<file path="config.mk">
export PLATFORM = sky130hd
export DESIGN_NAME = mission_mode_supervisor_unit
export DESIGN_NICKNAME = d
export VERILOG_FILES = /design/src/sv/mms_pkg.sv /design/src/sv/mission_mode_supervisor_unit.sv
export VERILOG_INCLUDE_DIRS = /design/src /design/src/sv
export SDC_FILE = /design/constraint.sdc
export NUM_CORES = 1
export LEC_CHECK = 0
export ABC_AREA = 1
export BUFFER_PORTS_ARGS = -buffer_cell sky130_fd_sc_hd__buf_2
export CORE_ASPECT_RATIO = 1.1
export CORE_MARGIN = 8
export CORE_UTILIZATION = 40
export CTS_CLUSTER_SIZE = 28
export DETAILED_ROUTE_END_ITERATION = 8
export HOLD_SLACK_MARGIN = 0.05
export PLACE_DENSITY = 0.7
export SYNTH_ARGS = -nofsm -noshare
export SYNTH_HDL_FRONTEND = slang
export SYNTH_SLANG_ARGS = --single-unit
export TNS_END_PERCENT = 50
</file>
<file path="constraint.sdc">
create_clock -name clk -period 11.1 [get_ports clk]
set_input_delay 2.22 -clock clk [delete_from_list [all_inputs] [get_ports clk]]
set_output_delay 2.22 -clock clk [all_outputs]
set_load 0.01 [all_outputs]
</file>
<file path="src/sv/mission_mode_supervisor_unit_defines.svh">
// Assertion macros shared by the mission-mode supervisor RTL.
`ifndef MISSION_MODE_SUPERVISOR_UNIT_DEFINES_SVH
`define MISSION_MODE_SUPERVISOR_UNIT_DEFINES_SVH

// Same-cycle implication, disabled while reset is asserted.
`define MMS_ASSERT_NOW(label, clk, rst_n, ante, cons, msg) \
    label: assert property (@(posedge clk) disable iff (!rst_n) (ante) |-> (cons)) \
        else $error(msg);

// Next-cycle implication, disabled while reset is asserted.
`define MMS_ASSERT_NEXT(label, clk, rst_n, ante, cons, msg) \
    label: assert property (@(posedge clk) disable iff (!rst_n) (ante) |=> (cons)) \
        else $error(msg);

`endif

</file>
<file path="src/sv/mms_pkg.sv">
// Types and constants of the mission-mode supervisor.
`timescale 1ns / 1ps

package mms_pkg;

    localparam int LAT_W   = 31;
    localparam int LON_W   = 32;
    localparam int LEN_W   = 11;
    localparam int SEQ_N   = 6;
    localparam int CNT_W   = 3;

    typedef enum logic [3:0] {
        MODE_UNKNOWN  = 4'd0,
        MODE_WAIT     = 4'd1,
        MODE_AIR      = 4'd2,
        MODE_SEARCH   = 4'd3,
        MODE_CIRCLE   = 4'd4,
        MODE_GOTO     = 4'd5,
        MODE_RTL      = 4'd6,
        MODE_BATTERY  = 4'd7,
        MODE_COMMS    = 4'd8,
        MODE_LAND     = 4'd9,
        MODE_SHUTDOWN = 4'd10
    } mode_t;

    typedef enum logic [3:0] {
        ACT_RTL     = 4'd0,
        ACT_CLEAR   = 4'd1,
        ACT_AUTO    = 4'd2,
        ACT_CIRCLE  = 4'd3,
        ACT_LAND    = 4'd4,
        ACT_GOTO    = 4'd5,
        ACT_SEARCH  = 4'd6,
        ACT_REQUEST = 4'd7,
        ACT_DONE    = 4'd8
    } action_t;

    typedef enum logic [2:0] {
        OP_START      = 3'd0,
        OP_COMMAND    = 3'd1,
        OP_NEW_SEARCH = 3'd2,
        OP_REACHED    = 3'd3,
        OP_TICK       = 3'd4,
        OP_FAULT      = 3'd5
    } op_t;

    localparam logic [2:0] CMD_CIRCLE = 3'd1;
    localparam logic [2:0] CMD_RTL    = 3'd2;
    localparam logic [2:0] CMD_GOTO   = 3'd3;

    // Bit 0 battery low up to bit 4 circle command.
    typedef struct packed {
        logic circle;
        logic goto_cmd;
        logic rtl;
        logic comms;
        logic battery;
    } flags_t;

    typedef struct packed {
        action_t act;
        mode_t   mode;
    } entry_t;

endpackage

</file>
<file path="src/sv/mission_mode_supervisor_unit.sv">
// Top level of the mission-mode supervisor: event decode, mode decision, action sequencer.
`timescale 1ns / 1ps
`include "mission_mode_supervisor_unit_defines.svh"

// Channel  Dir  Payload                                          Handshake
// s_*      in   tuser: operation; tdata: event fields             tvalid/tready
// m_*      out  tuser: action; tdata: goto, size, mode; tlast     tvalid/tready
//
// An event request is held in the input register, then is decoded,
// the mode decided and all of its actions loaded into a six-deep sequencer in
// one step. Results leave one per cycle while m_tready is high, at most six
// per event, from the sequencer shift register.
// A new event loads in the cycle the last action of the previous one is taken.
// Reset clears the mode, flags, goto position, search progress and handshakes.

module mission_mode_supervisor_unit
    import mms_pkg::*;
#(
    parameter int MAX_WAYPOINTS = 1024
)
(
    input  logic        clk,
    input  logic        rst_n,

    input  logic        s_tvalid,
    output logic        s_tready,
    // [2:0] operation
    input  logic [7:0]  s_tuser,
    // [2:0] command_code, [33:3] target_lat, [65:34] target_lon,
    // [76:66] search_size, [87:77] reached_index, [88] battery_low,
    // [89] link_lost, [95:90] zero
    input  logic [95:0] s_tdata,

    output logic        m_tvalid,
    input  logic        m_tready,
    // [3:0] action
    output logic [7:0]  m_tuser,
    // [30:0] goto_lat_out, [62:31] goto_lon_out, [73:63] search_size_out,
    // [77:74] mode_now, [79:78] zero
    output logic [79:0] m_tdata,
    output logic        m_tlast
);

    // ---------------------------------------------------------------
    // Input register
    // ---------------------------------------------------------------
    logic                    in_valid_reg;
    logic [2:0]              in_op_reg;
    logic [2:0]              in_cmd_reg;
    logic signed [LAT_W-1:0] in_lat_reg;
    logic signed [LON_W-1:0] in_lon_reg;
    logic [LEN_W-1:0]        in_len_reg;
    logic [LEN_W-1:0]        in_idx_reg;
    logic                    in_batt_reg;
    logic                    in_link_reg;

    // ---------------------------------------------------------------
    // Supervisor state
    // ---------------------------------------------------------------
    mode_t                   mode_reg,      mode_next;
    flags_t                  flags_reg,     flags_next;
    logic signed [LAT_W-1:0] goto_lat_reg,  goto_lat_next;
    logic signed [LON_W-1:0] goto_lon_reg,  goto_lon_next;
    logic                    present_reg,   present_next;
    logic [LEN_W-1:0]        total_reg,     total_next;
    logic [LEN_W-1:0]        done_reg,      done_next;

    // ---------------------------------------------------------------
    // Action sequencer; entry 0 drives the output
    // ---------------------------------------------------------------
    entry_t                  seq_reg [SEQ_N];
    logic [CNT_W-1:0]        cnt_reg;
    logic signed [LAT_W-1:0] out_lat_reg;
    logic signed [LON_W-1:0] out_lon_reg;
    logic [LEN_W-1:0]        out_size_reg;

    logic                    out_take;
    logic                    load;

    // Decode results
    op_t                     op;
    logic                    decide_en;
    logic                    start_req;
    logic                    done_prefix;
    logic                    tick_req;
    mode_t                   target;
    logic                    change_ok;
    logic [CNT_W-1:0]        prefix_n;
    logic [CNT_W-1:0]        body_n;
    entry_t                  entries [SEQ_N];
    logic [CNT_W-1:0]        n_total;
    logic [LEN_W-1:0]        len_sat;

    // Guards on leaving the current mode.
    function automatic logic guard_ok(mode_t cur, mode_t nxt, flags_t f);
        logic ok;
        ok = 1'b1;
        unique case (cur)
            MODE_LAND:     ok = (nxt == MODE_SHUTDOWN);
            MODE_SHUTDOWN: ok = (nxt == MODE_WAIT);
            MODE_BATTERY:  ok = (nxt == MODE_LAND);
            MODE_COMMS:    if (f.comms)    ok = (nxt == MODE_BATTERY) || (nxt == MODE_LAND);
            MODE_CIRCLE:   if (f.circle)   ok = (nxt == MODE_BATTERY);
            MODE_GOTO:     if (f.goto_cmd) ok = (nxt == MODE_BATTERY) || (nxt == MODE_COMMS);
            MODE_RTL:      if (f.rtl)      ok = (nxt == MODE_LAND);
            default:       ok = 1'b1;
        endcase
        return ok && (nxt != cur);
    endfunction

    // Number of actions on entering a mode.
    function automatic logic [CNT_W-1:0] seq_len(mode_t m);
        logic [CNT_W-1:0] len;
        unique case (m)
            MODE_SEARCH: len = CNT_W'(3);
            MODE_GOTO:   len = CNT_W'(4);
            MODE_AIR, MODE_CIRCLE, MODE_RTL, MODE_BATTERY, MODE_COMMS, MODE_LAND:
                         len = CNT_W'(5);
            default:     len = CNT_W'(4);
        endcase
        return len;
    endfunction

    // Action at position k of the entry sequence of a mode.
    function automatic action_t seq_act(mode_t m, logic [CNT_W-1:0] k);
        action_t a;
        a = k[0] ? ACT_CLEAR : ACT_RTL;
        unique case (m)
            MODE_SEARCH: a = (k == CNT_W'(0)) ? ACT_SEARCH : ACT_AUTO;
            MODE_GOTO:
            begin
                if (k == CNT_W'(2))
                begin
                    a = ACT_GOTO;
                end
                else if (k == CNT_W'(3))
                begin
                    a = ACT_AUTO;
                end
            end
            MODE_AIR:    if (k == CNT_W'(4)) a = ACT_REQUEST;
            MODE_CIRCLE: if (k == CNT_W'(4)) a = ACT_CIRCLE;
            MODE_LAND:   if (k == CNT_W'(4)) a = ACT_LAND;
            default:     if (k == CNT_W'(4)) a = ACT_RTL;
        endcase
        return a;
    endfunction

    // ---------------------------------------------------------------
    // Handshakes
    // ---------------------------------------------------------------
    assign out_take = m_tvalid && m_tready;
    // Load when the sequencer is empty or hands over its last action now.
    assign load     = in_valid_reg &&
                      ((cnt_reg == '0) || (out_take && (cnt_reg == CNT_W'(1))));
    assign s_tready = !in_valid_reg || load;

    always_ff @(posedge clk or negedge rst_n)
    begin
        if (!rst_n)
        begin
            in_valid_reg <= 1'b0;
        end
        else if (s_tready)
        begin
            in_valid_reg <= s_tvalid;
        end
    end

    // Hold the request fields until the event is processed.
    always_ff @(posedge clk)
    begin
        if (s_tvalid && s_tready)
        begin
            in_op_reg   <= s_tuser[2:0];
            in_cmd_reg  <= s_tdata[2:0];
            in_lat_reg  <= s_tdata[33:3];
            in_lon_reg  <= s_tdata[65:34];
            in_len_reg  <= s_tdata[76:66];
            in_idx_reg  <= s_tdata[87:77];
            in_batt_reg <= s_tdata[88];
            in_link_reg <= s_tdata[89];
        end
    end

    // ---------------------------------------------------------------
    // Event decode: update flags, goto and search progress
    // ---------------------------------------------------------------
    assign op = op_t'(in_op_reg);

    always_comb
    begin
        flags_next    = flags_reg;
        goto_lat_next = goto_lat_reg;
        goto_lon_next = goto_lon_reg;
        present_next  = present_reg;
        total_next    = total_reg;
        done_next     = done_reg;
        decide_en     = 1'b0;
        start_req     = 1'b0;
        done_prefix   = 1'b0;
        tick_req      = 1'b0;
        len_sat       = in_len_reg;
        // Clamp an oversized search to the waypoint limit.
        if (32'(in_len_reg) > 32'(MAX_WAYPOINTS))
        begin
            len_sat = LEN_W'(MAX_WAYPOINTS);
        end
        unique case (op)
            OP_START:
            begin
                start_req = 1'b1;
            end
            OP_COMMAND:
            begin
                flags_next.circle   = 1'b0;
                flags_next.goto_cmd = 1'b0;
                flags_next.rtl      = 1'b0;
                if (in_cmd_reg == CMD_CIRCLE)
                begin
                    flags_next.circle = 1'b1;
                end
                else if (in_cmd_reg == CMD_RTL)
                begin
                    flags_next.rtl = 1'b1;
                end
                else if (in_cmd_reg == CMD_GOTO)
                begin
                    flags_next.goto_cmd = 1'b1;
                    goto_lat_next       = in_lat_reg;
                    goto_lon_next       = in_lon_reg;
                end
                decide_en = 1'b1;
            end
            OP_NEW_SEARCH:
            begin
                present_next = 1'b1;
                total_next   = len_sat;
                done_next    = '0;
                decide_en    = 1'b1;
            end
            OP_REACHED:
            begin
                // Ignore a waypoint while not searching.
                if (mode_reg == MODE_SEARCH)
                begin
                    if (in_idx_reg == total_reg)
                    begin
                        done_prefix  = 1'b1;
                        present_next = 1'b0;
                        total_next   = '0;
                        done_next    = '0;
                        decide_en    = 1'b1;
                    end
                    else
                    begin
                        done_next = in_idx_reg;
                    end
                end
            end
            OP_TICK:
            begin
                tick_req = (mode_reg == MODE_AIR);
            end
            OP_FAULT:
            begin
                flags_next.battery = in_batt_reg;
                flags_next.comms   = in_link_reg;
                decide_en          = 1'b1;
            end
            default:
            begin
                decide_en = 1'b0;
            end
        endcase
    end

    // ---------------------------------------------------------------
    // Mode decision by fixed priority, then guards
    // ---------------------------------------------------------------
    always_comb
    begin
        target = MODE_AIR;
        priority if (start_req)
        begin
            target = MODE_WAIT;
        end
        else if (flags_next.battery)
        begin
            target = MODE_BATTERY;
        end
        else if (flags_next.comms)
        begin
            target = MODE_COMMS;
        end
        else if (flags_next.circle)
        begin
            target = MODE_CIRCLE;
        end
        else if (flags_next.goto_cmd)
        begin
            target = MODE_GOTO;
        end
        else if (flags_next.rtl)
        begin
            target = MODE_RTL;
        end
        else if (present_next && (done_next < total_next))
        begin
            target = MODE_SEARCH;
        end
        else
        begin
            target = MODE_AIR;
        end
        change_ok = (start_req || decide_en) && guard_ok(mode_reg, target, flags_next);
        mode_next = change_ok ? target : mode_reg;
    end

    // ---------------------------------------------------------------
    // Build the action list of this event
    // ---------------------------------------------------------------
    always_comb
    begin
        logic [CNT_W-1:0] k;
        prefix_n = (done_prefix || tick_req) ? CNT_W'(1) : CNT_W'(0);
        body_n   = change_ok ? seq_len(target) : CNT_W'(0);
        n_total  = prefix_n + body_n;
        for (int i = 0; i < SEQ_N; i++)
        begin
            k = CNT_W'(i) - prefix_n;
            entries[i].act  = ACT_RTL;
            entries[i].mode = mode_reg;
            if ((CNT_W'(i) < prefix_n))
            begin
                entries[i].act = done_prefix ? ACT_DONE : ACT_REQUEST;
            end
            else if (k < body_n)
            begin
                entries[i].act  = seq_act(target, k);
                entries[i].mode = target;
            end
        end
    end

    // ---------------------------------------------------------------
    // State and sequencer registers
    // ---------------------------------------------------------------
    always_ff @(posedge clk or negedge rst_n)
    begin
        if (!rst_n)
        begin
            mode_reg     <= MODE_UNKNOWN;
            flags_reg    <= '0;
            goto_lat_reg <= '0;
            goto_lon_reg <= '0;
            present_reg  <= 1'b0;
            total_reg    <= '0;
            done_reg     <= '0;
            cnt_reg      <= '0;
        end
        else
        begin
            if (load)
            begin
                mode_reg     <= mode_next;
                flags_reg    <= flags_next;
                goto_lat_reg <= goto_lat_next;
                goto_lon_reg <= goto_lon_next;
                present_reg  <= present_next;
                total_reg    <= total_next;
                done_reg     <= done_next;
                cnt_reg      <= n_total;
            end
            else if (out_take)
            begin
                cnt_reg <= cnt_reg - CNT_W'(1);
            end
        end
    end

    // Load the new list, or advance one entry on each taken action.
    always_ff @(posedge clk)
    begin
        if (load)
        begin
            for (int i = 0; i < SEQ_N; i++)
            begin
                seq_reg[i] <= entries[i];
            end
            out_lat_reg  <= goto_lat_next;
            out_lon_reg  <= goto_lon_next;
            out_size_reg <= total_next;
        end
        else if (out_take)
        begin
            for (int i = 0; i < SEQ_N - 1; i++)
            begin
                seq_reg[i] <= seq_reg[i + 1];
            end
        end
    end

    // ---------------------------------------------------------------
    // Output
    // ---------------------------------------------------------------
    assign m_tvalid = (cnt_reg != '0);
    assign m_tlast  = (cnt_reg == CNT_W'(1));
    assign m_tuser  = {4'b0, seq_reg[0].act};
    assign m_tdata  = {2'b0,
                       seq_reg[0].mode,
                       (seq_reg[0].act == ACT_SEARCH) ? out_size_reg : LEN_W'(0),
                       (seq_reg[0].act == ACT_GOTO)   ? out_lon_reg  : LON_W'(0),
                       (seq_reg[0].act == ACT_GOTO)   ? out_lat_reg  : LAT_W'(0)};

    // ---------------------------------------------------------------
    // Assertions
    // ---------------------------------------------------------------
    `MMS_ASSERT_NOW(a_cnt_range, clk, rst_n, 1'b1, cnt_reg <= CNT_W'(SEQ_N),
        "sequencer count above depth")
    `MMS_ASSERT_NOW(a_mode_range, clk, rst_n, 1'b1, mode_reg <= MODE_SHUTDOWN,
        "mode register out of range")
    `MMS_ASSERT_NEXT(a_req_held, clk, rst_n, in_valid_reg && !load, in_valid_reg,
        "pending request dropped before processing")
    `MMS_ASSERT_NEXT(a_cnt_step, clk, rst_n, out_take && (cnt_reg > CNT_W'(1)),
        cnt_reg == $past(cnt_reg) - CNT_W'(1), "sequencer did not advance by one")

endmodule
</file>
# --- Yosys cells after proc, flatten, opt, wreduce, memory -nomap -nowiden ---
# Memories as Yosys holds them, arrays and structs flattened.
# Cells that the tools add are included.
word_totals:
  ff_bits: 266
  out_inout_bits: 91
  memories: 2
  latch_bits: 0
  ram_bits: 48
  rom_bits: 48
memory_table:
  columns: ["name", "depth", "width", "read_ports", "rd_clocked_by_memory_dff", "write_ports", "line", "text"]
  rows:
  - ["(name not given)", 16, 3, 1, 0, 0, "mission_mode_supervisor_unit.sv:114", "unique case (m)"]
  - ["seq_reg", 6, 8, 6, 0, 6, "mission_mode_supervisor_unit.sv:71", "entry_t seq_reg [SEQ_N];"]
op_classes:
  n_eq_ne: 49
  n_reduce_logical: 26
  mux: 133
  shift: 0
  n_addsub: 8
  n_lt_le_gt_ge: 14
  n_mul: 0
  bitwise: 5
  n_div: 0
ops:
  columns: ["operator", "count"]
  rows:
  - ["$mux 32", 5]
  - ["$mux 31", 5]
  - ["$pmux 4 s5", 6]
  - ["$mux 3", 31]
  - ["$mux 8", 11]
  - ["$mux 11", 6]
  - ["$mux 4", 16]
  - ["$eq 3x2->1 const B", 16]
  - ["$pmux 11 s2", 2]
  - ["$eq 4x3->1 const B", 9]
  - ["$mux 1", 34]
  - ["$mux 2", 14]
  - ["$eq 3x3->1 const B", 8]
  - ["$eq 4x4->1 const B", 6]
  - ["$logic_not 3->1", 8]
  - ["$lt 3x3->1", 6]
  - ["$eq 4x2->1 const B", 4]
  - ["$eq 11x11->1", 1]
  - ["$gt 11x11->1 const B", 1]
  - ["$lt 11x11->1", 1]
  - ["$eq 3x1->1 const B", 3]
  - ["$logic_and 1x1->1", 7]
  - ["$pmux 1 s7", 1]
  - ["$logic_or 1x1->1", 6]
  - ["17 further kinds", 28]

# --- Depth between registers and ports, before layout ---
# Gate-level depths: netlist of the first run.
logic_depth:
  ltp_word: 24
  depth_mapped: 39
  depth_no_buf: 38

# --- Least setup slack after synthesis of the first run ---
# No wires, ideal clock.
synth_timing:
  kind: "input port to flip-flop"
  startpoint: "input port m_tready"
  endpoint: "register out_lat_reg[0] (enable)"
  path_buffers: 2
  arrival_ns: 5.326
  required_time_ns: 10.625
  setup_time_ns: 0.475
  setup_slack_ns: 5.299
  path_stages: 6
  cell_sequence: "nand2_1 > nand2_1 > inv_1 > nor2_1 > clkbuf_1 > clkbuf_1"
synth_via:
  elab_chain_cells: 4
synth_rtl:
  columns: ["item", "line", "text"]
  rows:
  - ["from (decl)", "mission_mode_supervisor_unit.sv:35", "input logic m_tready,"]
  - ["$logic_and 1x1->1", "mission_mode_supervisor_unit.sv:152", "assign out_take = m_tvalid && m_tready;"]
  - ["$logic_and 1x1->1", "mission_mode_supervisor_unit.sv:155", "((cnt_reg == '0) || (out_take && (cnt_reg == CNT_W'(1))));"]
  - ["$logic_or 1x1->1", "mission_mode_supervisor_unit.sv:155", null]
  - ["$logic_and 1x1->1", "mission_mode_supervisor_unit.sv:154", "assign load = in_valid_reg &&"]
  - ["named net load", "mission_mode_supervisor_unit.sv:78", "logic load;"]
  - ["to (signal assigned)", "mission_mode_supervisor_unit.sv:391", "out_lat_reg <= goto_lat_next;"]
  - ["to (decl)", "mission_mode_supervisor_unit.sv:73", "logic signed [LAT_W-1:0] out_lat_reg;"]
# The timed path passes the listed nets, and every way through them passes these cells.
# A chain may end at the register's enable or synchronous reset.

==> results.py, run 1 <==
metrics = {
    "timing": {
        "hold_viol": 0,
        "fmax_ghz": 0.162,
        "fin_ws_ns": 4.93,
        "setup_viol": 0,
        "max_slew_margin_pct": 20.6,
        "grt_setup_unrepaired": "false",
        "fin_crit_ns": 6.17,
        "tightest_slew_ns": 1.19,
        "timing.final.crit_share_pct": 55.6,
        "drv_slew": 0,
        "fin_skew_ns": 0.0160,
        "fin_tns_setup_ns": 0,
    },
    "setup_path": {
        "timing.rr.start": "in_op_reg[2]",
        "worst-setup-path-type": "register to register",
        "rrSetupSlack_ns": 4.93,
        "slowest_stage": "nor2_1",
        "reg2reg_to": "seq_reg[0][38]",
        "crit_arrival_ns": 6.47,
        "worstPathRequired_ns": 11.40,
        "critPathCaptureType": "register",
        "worstPathMaxFanout": 13,
        "worst_setup_path_start_kind": "register",
        "crit_start": "in_op_reg[2]",
        "critPathBufInv": 7,
        "cpPeakStageDelay_ns": 0.73,
        "crit_top_cell": "nand2_1",
        "path_delay_family": "simple AND/OR/NAND/NOR gates",
        "r2r_cells": 33,
    },
    "yosys": {
        "syn-cell-area_um2": 13800,
        "ys_seq_elements": 309,
        "synth-edff-count": 210,
        "ys_types": 46,
        "yosysMostFrequentCell": "nand2_1",
        "synth.area.top_cells": "edfxtp_1 46%, dfrtp_1 18%, nand2_1 8.6%, o21ai_0 7.1%, inv_1 5.9%",
        "yosysTopAreaCell": "edfxtp_1",
        "netlist_top_cells_count": "317 x nand2_1, 219 x inv_1, 210 x edfxtp_1",
        "syn_area_per_cell_um2": 9.78,
        "synth_cells": 1414,
        "ys_seq_area_share_pct": 63.5,
        "yosysWarnings": 0,
        "netlist.area_leader.share_pct": 45.6,
        "synth_ff_type": "edfxtp_1",
        "async_reset_ff_share_pct": 32.0,
    },
    "floorplan": {
        "coreArea_um2": 34100,
        "ios": 199,
        "dieArea_um2": 40800,
        "die_w_um": 193,
        "die_y_um": 211,
        "row_count": 71,
        "start_util_pct": 40.5,
    },
    "placement": {
        "globalplace.congestion": 0.842,
        "placed_area_um2": 15100,
        "pre_cts_ws_ns": 5.03,
        "portBuffers": 181,
        "place_hpwl_mm": 20.9,
    },
    "route": {
        "wl_per_cell_um": 15.3,
        "drt_wl_total_mm": 31.3,
        "dr_total_vias": 9872,
        "drt-pass1-iter-count": 5,
        "via_per_inst": 4.83,
        "ant_nets": 0,
        "remaining_drc_errors": 0,
        "drt-initial-drc-count": 606,
    },
    "clocking": {
        "cts_tree": "done",
        "h-tree-depth": 2,
        "numClockSinks": 309,
        "clock_path_buffers": 3,
        "cts_buffers": 36,
        "insertion_delay_ns": 0.52,
        "cts_hold_buf": 0,
        "post_cts_buffers": 0,
        "cts_resized": 0,
        "clkTransAtPathRegs_ns": 0.06,
        "clockRootBuffer": "clkbuf_16",
    },
    "global_route": {
        "antenna_found_initial": 1,
        "grt_max_degree": 243,
        "track_usage_pct": 15.3,
        "grt_pass1_wl_mm": 51.2,
        "grt_pass1_vias": 9926,
        "grt_overflow_total": 0,
    },
    "pwr": {
        "internal_power_mw": 2.80,
        "power.switching_mw": 1.55,
        "p_sw_share_pct": 35.7,
        "leakagePower_nw": 7.16,
        "pwr-share-comb_pct": 31.2,
        "powerDensity_nw_per_um2": 268,
        "pwr-share-seq_pct": 41.7,
        "clock_power_share_pct": 27.1,
        "ir_drop_uv": 191,
    },
    "finish": {
        "final_nets": 1708,
        "largest_reg_flops": 43,
        "drive_gt1_share_pct": 17.9,
        "n_antenna_cell": 0,
        "stdcell_area_um2": 16300,
        "utilization_pct": 47.7,
        "area.growth.synth_to_final_pct": 17.6,
    },
    "worst_hold_path": {
        "min-delay-start": "flags_reg[1]",
        "hold_class": "register to register",
        "worstHoldEndpoint": "flags_reg[1]",
        "hold_depth": 2,
    },
    "job": {
        "cap_violations": 0,
    },
    "run_status": {
        "status": "finished clean",
    },
}
## power groups by stage
stage / Clock [mW] / Combinational, mW / Sequential (mW)
global route: 1.25 / 1.55 / 1.85
CTS: 1.21 / 1.37 / 1.82
finish: 1.18 / 1.36 / 1.82
global placement: 0 / 1.32 / 1.83
detailed placement: 0 / 1.36 / 1.84
floorplan: 0 / 1.01 / 1.82
## metal layers
| layer | global-route usage [%] | vias to the layer above | part of all wire, % |
|---|---|---|---|
| met4 | 5.34 | 2 | 2.5 |
| met5 | 0 | - | 0.032 |
| li1 | - | 4907 | - |
| met3 | 3.39 | 59 | 5.9 |
| met1 | 19.2 | 4629 | 44 |
| met2 | 26.0 | 275 | 48 |
## stage by stage
| step | total power [mW] | hold slack, ns | cells |
|---|---|---|---|
| after detailed placement | 3.20 | 0.472 | 1980 |
| after CTS | 4.40 | 0.486 | 2043 |
| after global placement | 3.15 | 0.461 | 1980 |
| after global routing | 4.66 | 0.519 | 2043 |
| after floorplan | 2.83 | 0.446 | 1419 |
| final | 4.35 | 0.482 | 2043 |
## worst register-to-register path: cells and delay by family (launching register included)
| kind | cells | cell delay (ns) |
|---|---|---|
| AO/OA/AOI/OAI | 7 | 1.37 |
| adder cells (fa/ha/maj) | 2 | 0.60 |
| AND/OR/NAND/NOR | 17 | 2.49 |
| buffers and inverters | 7 | 1.00 |
| flip-flops | 1 | 0.45 |
## cells in the final DEF (no fill, tap or decap), drive strengths merged
cell	count
o22ai	2
conb	6
a31oi	4
a211oi	2
a22o	1
o21a	1
ha	20
o2111ai	1
o32ai	1
clkinv	13
nand3b	1
o31ai	1
xor2	5
nand4	9
a22oi	1
edfxtp	210
inv	229
or2	6
a21oi	19
o21bai	2
xnor2	4
nand3	49
o41ai	2
o21ai	205
clkinvlp	3
nor2	129
buf	188
nor3	6
bufinv	4
clkbuf	46
dfrtp	99
o211ai	7
nand2	329
## kinds of logic (layout without fill, tap and decap cells)
logic type | after synthesis | in the layout | synth area share [%]
other | 1 | 6 | 0.0271
flip-flops | 309 | 309 | 63.5
XOR/XNOR | 9 | 9 | 0.570
AND/OR/NAND/NOR | 529 | 529 | 15.9
AO/OA/AOI/OAI | 249 | 249 | 9.61
buffers and inverters | 297 | 483 | 8.59
adder cells (fa/ha/maj) | 20 | 20 | 1.81
## layout make-up
cell class | count | area [um2]
multi-input combinational | 813 | 3900
tap | 438 | 548
fill | 3145 | 17900
sequential | 309 | 8780
timing repair buffer | 188 | 973
clock inverter | 17 | 213
inverter | 232 | 875
clock buffer | 46 | 968
## worst max-delay path by stage
stage / depth (start not counted) / slack (ns) / to
2_1_floorplan: 6 / 5.30 / out_lat_reg[0]
3_3_place_gp: 31 / 5.12 / seq_reg[0][36]
3_5_place_dp: 33 / 5.03 / seq_reg[0][38]
4_1_cts: 33 / 4.95 / seq_reg[0][38]
5_1_grt: 33 / 4.32 / seq_reg[0][38]
6_report: 33 / 4.93 / seq_reg[0][38]
Note: power is estimated with default switching activity, not from simulation.
==> run 2, diff against run 1 <==
--- a/config.mk
+++ b/config.mk
@@ -6,7 +6,7 @@
 export SDC_FILE = /design/constraint.sdc
 export NUM_CORES = 1
 export LEC_CHECK = 0
-export ABC_AREA = 1
+export ABC_AREA = 0
 export BUFFER_PORTS_ARGS = -buffer_cell sky130_fd_sc_hd__buf_2
 export CORE_ASPECT_RATIO = 1.1
 export CORE_MARGIN = 8
==> constraint.sdc (replaced) <==
create_clock -name clk -period 5.7 [get_ports clk]
set_input_delay 1.14 -clock clk [delete_from_list [all_inputs] [get_ports clk]]
set_output_delay 1.14 -clock clk [all_outputs]
set_load 0.01 [all_outputs]
==> run 2 against run 1 <==
Effect of this change:
- die area increased by 0.30%
- synthesized cell count decreased by 19%
- register-to-register slack got worse by 4.5 ns
- combinational power increased by 140%
- setup slack got worse by 4.5 ns
- largest power group unchanged
==> results.py, run 2 <==
metrics = {
    "run_status": {
        "status": "finished clean",
    },
    "clocking": {
        "insertion_delay_ns": 0.51,
        "h-tree-depth": 2,
        "cts_tree": "done",
        "clockRootBuffer": "clkbuf_16",
        "cts_buffers": 34,
        "post_cts_buffers": 0,
        "cts_resized": 0,
        "clock_path_buffers": 3,
        "clkTransAtPathRegs_ns": 0.06,
        "numClockSinks": 309,
        "cts_hold_buf": 0,
    },
    "finish": {
        "final_cell_mix": "276 x nand2_1, 210 x edfxtp_1, 180 x buf_2",
        "multi_input_area_um2": 4700,
        "utilization_pct": 48.0,
        "final_nets": 1466,
        "seq_area_um2": 8780,
        "largest_reg_flops": 43,
        "area.growth.synth_to_final_pct": 18.3,
        "n_fill_cell": 3050,
        "stdcell_area_um2": 16400,
        "mostFrequentLayoutCell": "nand2_1",
        "drive_gt1_share_pct": 26.9,
    },
    "setup_path": {
        "worst-setup-path-type": "register to register",
        "worstPathMaxFanout": 6,
        "worst_setup_path_start_kind": "register",
        "crit_top_cell": "a211oi_1",
        "critPathCaptureType": "register",
        "r2r_cells": 21,
        "worstPathRequired_ns": 5.94,
        "slowest_stage": "and4bb_1",
        "crit_arrival_ns": 5.53,
        "path_cells": "and4bb_1 -> nand2_1 -> nor4_1 -> nor2_1 -> a22oi_1 -> ha_1 -> a211oi_1 -> o221ai_1 -> a211oi_1 -> a311oi_2 -> nor4_2 -> buf_4 -> o31ai_4 -> a21oi_1 -> ha_1 -> inv_1 -> a21o_1 -> a211oi_1 -> buf_4 -> mux2i_1 -> o21ai_0",
        "cpPeakStageDelay_ns": 0.39,
    },
    "yosys": {
        "yosysMostFrequentCell": "nand2_1",
        "synth_fa_ha_area_share_pct": 1.80,
        "synth.mux.area_fraction_pct": 7.42,
        "synth_top_family_by_area": "simple AND/OR/NAND/NOR gates",
        "yosysTopAreaCell": "edfxtp_1",
        "syn_area_per_cell_um2": 12.0,
        "async_reset_ff_share_pct": 32.0,
        "synth.area.top_cells": "edfxtp_1 45%, dfrtp_1 18%, nand2_1 7.5%, mux2_2 6.0%, and2_1 3.6%",
        "synth-compound-area-share_pct": 7.39,
        "syn-cell-area_um2": 13900,
        "synthXorXnorAreaFrac_pct": 0.947,
        "synth-edff-count": 210,
        "ys_types": 79,
        "synth_ff_type": "edfxtp_1",
        "synth_cells": 1152,
        "netlist_top_cells_count": "278 x nand2_1, 210 x edfxtp_1, 99 x dfrtp_1",
        "netlist.area_leader.share_pct": 45.5,
        "yosys.area_share.simple_pct": 15.9,
        "ys_seq_elements": 309,
        "yosysWarnings": 0,
        "ys_seq_area_share_pct": 63.3,
    },
    "global_route": {
        "grt_pass1_wl_mm": 52.3,
        "grt_pass1_vias": 9698,
        "track_usage_pct": 15.6,
        "antenna_found_initial": 3,
        "grt_overflow_total": 0,
        "grt_max_degree": 105,
    },
    "route": {
        "drt-initial-drc-count": 562,
        "drt_wl_total_mm": 32.5,
        "remaining_drc_errors": 0,
        "via_per_inst": 5.14,
        "wl_per_cell_um": 18.0,
        "drt-pass1-iter-count": 7,
        "dr_total_vias": 9254,
        "ant_nets": 0,
    },
    "timing": {
        "fin_skew_ns": 0.0273,
        "fin_tns_setup_ns": 0,
        "fmax_ghz": 0.189,
        "grt_setup_unrepaired": "false",
        "setup_viol": 0,
        "hold-worst-slack_ns": 0.468,
        "timing.final.crit_share_pct": 93.0,
        "tightest_slew_ns": 0.987,
        "drv_slew": 0,
        "fin_crit_ns": 5.30,
        "max_slew_margin_pct": 34.2,
        "hold_viol": 0,
    },
    "pwr": {
        "power.switching_mw": 3.22,
        "clock_power_share_pct": 23.5,
        "pwr-share-comb_pct": 36.3,
        "pwr-share-seq_pct": 40.2,
        "p_sw_share_pct": 35.4,
        "internal_power_mw": 5.88,
        "powerDensity_nw_per_um2": 554,
        "leakagePower_nw": 7.26,
        "ir_drop_uv": 275,
    },
    "floorplan": {
        "ios": 199,
        "die_y_um": 211,
        "coreArea_um2": 34200,
        "row_count": 71,
        "dieArea_um2": 40900,
        "start_util_pct": 40.6,
        "die_w_um": 194,
    },
    "job": {
        "cap_violations": 0,
    },
    "worst_hold_path": {
        "hold_class": "register to register",
        "hold_depth": 2,
    },
    "placement": {
        "placed_area_um2": 15300,
        "place_hpwl_mm": 21.4,
        "globalplace.congestion": 0.880,
        "portBuffers": 181,
    },
}
-- run 2: final timing paths --
check | start | end | slack [ns]
max | mode_reg[2] | seq_reg[0][3] | 0.40
min | goto_lon_reg[26] | goto_lon_reg[26] | 0.47
max reg2reg | mode_reg[2] | seq_reg[0][3] | 0.40
min reg2reg | goto_lon_reg[26] | goto_lon_reg[26] | 0.47
max in group asynchronous | rst_n | goto_lon_reg[24] | 3.84
min in group asynchronous | rst_n | goto_lat_reg[20] | 0.77
-- run 2: power groups by stage --
stage	sequential, mW	clock (mW)	combinational, mW
final	3.65	2.14	3.30
after global placement	3.66	0	3.23
after floorplan	3.62	0	2.36
after global routing	3.73	2.27	3.69
after detailed placement	3.69	0	3.29
after CTS	3.66	2.19	3.32
-- run 2: logic make-up (layout without fill, tap and decap cells) --
family          after synthesis  count (layout)
mux                          93              93
xor+xnor                     15              15
simple gates                469             469
buf+inv                      97             303
flops                       309             309
fa+ha+maj                    20              20
compound gates              148             148
other cells                   1               7
-- run 2: routing by layer --
metal	vias up	global-route usage [%]	wire length (um)
li1	4424	-	-
met1	4539	19.5	14000
met2	241	26.3	15600
met3	46	4.56	2200
met4	4	4.14	642
met5	-	0	27
-- run 2: worst max-delay path, delay by kind of cell (launching register included) --
kind | cells | cell delay, ns
AO/OA/AOI/OAI | 10 | 2.14
adder cells (fa/ha/maj) | 2 | 0.54
buffers and inverters | 3 | 0.43
flip-flops | 1 | 0.37
multiplexers | 1 | 0.19
AND/OR/NAND/NOR | 5 | 1.35
-- run 2: through the flow --
stage	std cells	setup WS (ns)	power, mW
floorplan	1157	0.166	5.98
global placement	1740	0.477	6.89
detailed placement	1740	0.315	6.99
CTS	1801	0.199	9.17
global route	1801	0.102	9.69
finish	1802	0.402	9.09
-- run 2: layout make-up --
type / instances / area share (%)
diodes: 1 / 0.0153
clock buffers: 46 / 5.90
clock inverters: 15 / 0.732
inverters: 26 / 0.625
multi-input cells: 751 / 28.6
flip-flops and latches: 309 / 53.5
well taps: 438 / 3.34
repair buffers: 216 / 7.22
